File: config.mk
export PLATFORM = sky130hd
export DESIGN_NAME = nla_norm
export DESIGN_NICKNAME = d
export VERILOG_FILES = /design/src/rtl/nla_pkg.sv /design/src/rtl/nla_norm.sv
export SDC_FILE = /design/constraint.sdc
export NUM_CORES = 1
export LEC_CHECK = 0
export BUFFER_PORTS_ARGS = -buffer_cell sky130_fd_sc_hd__buf_2
export CAP_MARGIN = 20
export CORE_MARGIN = 2
export CORE_UTILIZATION = 51
export DETAILED_ROUTE_END_ITERATION = 7
export GPL_ROUTABILITY_DRIVEN = 0
export PLACE_DENSITY = 0.85
export RECOVER_POWER = 100
export SYNTH_ARGS = -nofsm -noshare
export SYNTH_HDL_FRONTEND = slang
export SYNTH_SLANG_ARGS = --single-unit
File: constraint.sdc
create_clock -name vclk -period 2.59
set_clock_uncertainty 0.2 [all_clocks]
set_input_delay 0.1295 -clock vclk [all_inputs]
set_output_delay 0.1295 -clock vclk [all_outputs]
set_load 0.02 [all_outputs]
File: src/rtl/nla_pkg.sv
// Shared types and constants for the natural logarithm approximation block.
// Holds the fixed-point widths and the Q.24 polynomial coefficients.
// No dependencies.
package nla_pkg;

    localparam int VAL_W    = 32;  // input operand width
    localparam int OUT_W    = 21;  // result width, signed
    localparam int INT_FRAC = 24;  // internal fraction bits
    localparam int X_W      = INT_FRAC + 1;          // normalised operand, unsigned Q1.24
    localparam int E_W      = 5;                     // exponent, at most VAL_W - FRAC_BITS - 1
    localparam int SH_W     = 6;                     // normalising shift amount
    localparam int ACC_W    = 28;                    // Horner accumulator, signed Q.24
    localparam int P_W      = ACC_W + X_W + 1;       // accumulator times operand
    localparam int FL_W     = P_W - INT_FRAC;        // product scaled back to Q.24
    localparam int ELN_W    = 28;                    // exponent times ln2
    localparam int R_W      = 30;                    // sum before rounding

    localparam logic signed [ACC_W-1:0] C0 = -28'sd29222452;
    localparam logic signed [ACC_W-1:0] C1 = 28'sd47331925;
    localparam logic signed [ACC_W-1:0] C2 = -28'sd24661783;
    localparam logic signed [ACC_W-1:0] C3 = 28'sd7502428;
    localparam logic signed [ACC_W-1:0] C4 = 28'sd949101;
    localparam logic [ELN_W-1:0]        LN2_Q = 28'd11629080;

    localparam logic signed [R_W+1:0] OUT_MAX = 32'sd1048575;
    localparam logic signed [R_W+1:0] OUT_MIN = -32'sd1048576;

    typedef logic [X_W-1:0]          t_x;
    typedef logic [E_W-1:0]          t_exp;
    typedef logic signed [ACC_W-1:0] t_acc;
    typedef logic signed [P_W-1:0]   t_prod;

    // Normaliser output: mantissa and exponent travel together.
    typedef struct packed {
        t_x   x;
        t_exp e;
    } t_norm;

endpackage

File: src/rtl/nla_norm.sv
// Normaliser: finds the leading one of the integer part and scales the
// operand to unsigned Q1.24. Depends on nla_pkg.
module nla_norm #(
    parameter int FRAC_BITS = 16
) (
    input  logic [nla_pkg::VAL_W-1:0] i_value,
    output nla_pkg::t_norm            o_norm
);
    import nla_pkg::*;

    localparam int IP_W = VAL_W - FRAC_BITS;

    logic [IP_W-1:0]           ipart;
    t_exp                      e;
    logic [SH_W-1:0]           shift;
    logic [VAL_W+INT_FRAC-1:0] wide;

    always_comb begin
        ipart = i_value[VAL_W-1:FRAC_BITS];
        e     = '0;
        for (int i = 0; i < IP_W; i++) begin
            if (ipart[i]) begin
                e = E_W'(i);
            end
        end
        // Shifting the operand, padded with 24 zero bits, right by FRAC_BITS + e
        // covers both the left and the right shift with truncation.
        shift = SH_W'(FRAC_BITS) + SH_W'(e);
        wide  = {i_value, INT_FRAC'(0)} >> shift;
        o_norm.x = wide[X_W-1:0];
        o_norm.e = e;
    end

endmodule

# --- After elaboration in Yosys (flattened, before gate mapping) ---
# Index checks and enable logic that the tools add are counted.
word_totals:
  in_bits: 32
  ramBits: 0
  memories: 0
  output_inout_bits: 30
  latchBits: 0
  elab_cells: 17
  regBits: 0
  mem_bits_ro: 0
classes:
  magnitude_cmp: 0
  shift: 1
  mux: 15
  bitwise: 0
  n_reduce_logical: 0
  n_mul: 0
  n_eq_ne: 0
  div_mod_pow: 0
  n_addsub: 1
ops:
  columns: ["op", "count"]
  rows:
  - ["$mux 5", 14]
  - ["$shr 56x6->25", 1]
  - ["$add 5x5->6 const A", 1]
  - ["$mux 1", 1]

# --- Logic depth before layout (Yosys ltp) ---
depth:
  word_depth: 17
  mapped_depth: 10
  depth_no_buf: 9

# --- Worst setup path after synthesis ---
# Ideal clock, no wire load.
synth_timing:
  path_type: "input -> output"
  from: "input port i_value[23] (netlist name)"
  to: "output port o_norm[26] (netlist name)"
  required_ns: 2.260
  t_arrival_ns: 2.101
  slack_ns: 0.160
  path_buffers: 1
  stages: 8
  cell_sequence: "nor4_1 o31ai_1 a211oi_2 inv_2 buf_2 o21ai_0 o22ai_1 a221oi_1"
synth_lines:
  columns: ["element", "line", "source"]
  rows:
  - ["from (decl)", "nla_norm.sv:6", "input logic [nla_pkg::VAL_W-1:0] i_value,"]
  - ["to (decl)", "nla_norm.sv:7", "output nla_pkg::t_norm o_norm"]

==> reports/qor.csv <==
metric;value;unit
die width;56.5;um
via count;2257;
Post-CTS Hold Fix Bufs;0;
gr ovfl total;0;
Critical Path AT;2.58;ns
Die Area;0.00319;mm^2
Wirelength per Cell;21.5;um
library cells used by synthesis;39;
most common cell after layout, fill and taps aside;buf_2;
Synthesis Warnings;0;
Fillers;153;
RSZ-0062 raised after global routing;true;
Initial Util;52.3;%
Tmin final;2.91;ns
Worst Setup SP;i_value[24];
final setup TNS;-4.82;ns
final hold slack;0.498;ns
total track usage;33.2;%
crit path launch type;primary input;
Slew @ Worst Pin;0.638;ns
Cell Area, Synth;0.00141;mm^2
global-route wire length before repair;8750;um
register area share after synthesis;0;%
Rel. slew slack;57.3;%
Crit path required time;2.26;ns
number of global-route vias before repair;1865;
routed wire length;6720;um
final setup vio count;25;
row count;19;
Util after Layout;84.4;%
Area growth syn-to-layout;61.4;%
dpl hpwl;3980;um
post-route design area;0.00227;mm^2
Avg Synthesized Cell Area;6.79;um^2
antenna violations before repair;0;
crit path max fanout;7;
final hold vios;0;
Vias/cell;7.23;
CP endpoint kind;primary output;
die extent in y;56.5;um
max cap viols;0;
Post-DP Area;0.00180;mm^2
layout cells sized above 1;46.3;%
power density over cell area;265;mW/mm^2
# IOs;62;
kind of critical path;primary input to primary output;
maximum clock frequency;0.344;GHz
most frequent cells in the layout;buf_2 (51), buf_4 (27), nand2_1 (26);
Core Box Area;0.00269;mm^2
status;finished with violations;
Seq Cell Count;0;
clock buffers;0;
Syn Nets;239;
pin count of the biggest net entering global routing;16;
IO Port Bufs;61;
crit share post-route;112;%
maximum vdd drop;0.000216;V
Min-Delay Path Depth;4;
fin nets;315;
DRT iter0 DRCs;277;
hold path start;i_value[0];
failing checks;setup timing;
Static Leak;0.999;nW
fin. max-slew vios;0;
n_diodes;0;
DR pass1 iterations;6;
Hold WC Path Type;primary input to primary output;
setup slack after layout;-0.317;ns
Sequential Area;0;um^2
post-route ant nets;0;
Overall Power;0.601;mW
DRC;0;
cell count after synthesis;207;
[cell families after synthesis]
logic type	after synthesis	synth area share [%]
other	1	0.267
multiplexers	52	37.2
buffers and inverters	21	7.92
AND/OR/NAND/NOR	62	18.5
AO/OA/AOI/OAI	71	36.1
[repair_timing]
item,CTS,global route
endpoints found under the setup margin,8,24
gates resized for setup,6,67
setup buffers,3,5
gates cloned,1,1
endpoints found under the hold margin,0,0
pin swaps,1,8
[worst max-delay path, cell delays in order]
cell       delay, ns
buf_2           0.14
nor2b_1         0.15
o21ai_1         0.26
o41ai_4         0.17
o31ai_4         0.29
buf_4           0.17
clkbuf_16       0.17
mux2i_1         0.31
mux2i_1         0.20
a21oi_1         0.25
o21ai_0         0.13
buf_2           0.19
[report_power, final]
group          switching, mW  internal [mW]  leakage (nW)
logic                  0.347          0.254         0.999
registers                  0              0             0
clock network              0              0             0
[cell usage after synthesis (4+ instances only)]
| cell type | count | area share (%) |
|---|---|---|
| clkbuf_1 | 6 | 1.6 |
| o21ai_0 | 11 | 3.9 |
| nor4_1 | 4 | 1.8 |
| nand2_1 | 26 | 6.9 |
| nor2_1 | 23 | 6.1 |
| inv_1 | 6 | 1.6 |
| a221oi_1 | 4 | 2.5 |
| a22oi_1 | 11 | 5.9 |
| o22ai_1 | 7 | 3.1 |
| mux2i_1 | 50 | 36 |
| o221ai_1 | 5 | 3.1 |
| a21oi_1 | 16 | 5.7 |
[through the flow]
stage	cells	setup WS [ns]
after floorplan	207	0.160
after global placement	302	0.0256
after detailed placement	302	-0.0610
after CTS	306	0.00670
after global routing	312	-0.457
final	312	-0.317
[per-layer routing]
layer / track usage, % / up-vias / wire (um)
met3: 4.38 / 68 / 960
met2: 54.7 / 246 / 3050
met5: 0 / - / 0
li1: - / 947 / -
met1: 44.7 / 996 / 2260
met4: 10.2 / 0 / 451
[cell type report]
class	instances	area [um^2]	area share, %
Inverter	8	32.5	1.43
Multi-Input combinational cell	186	1600	70.6
Tap cell	31	38.8	1.71
Timing Repair Buffer	87	594	26.2
[final timing paths]
check and end:
max o_norm[24], min o_norm[6]
Power figures use the tool's default switching activity.
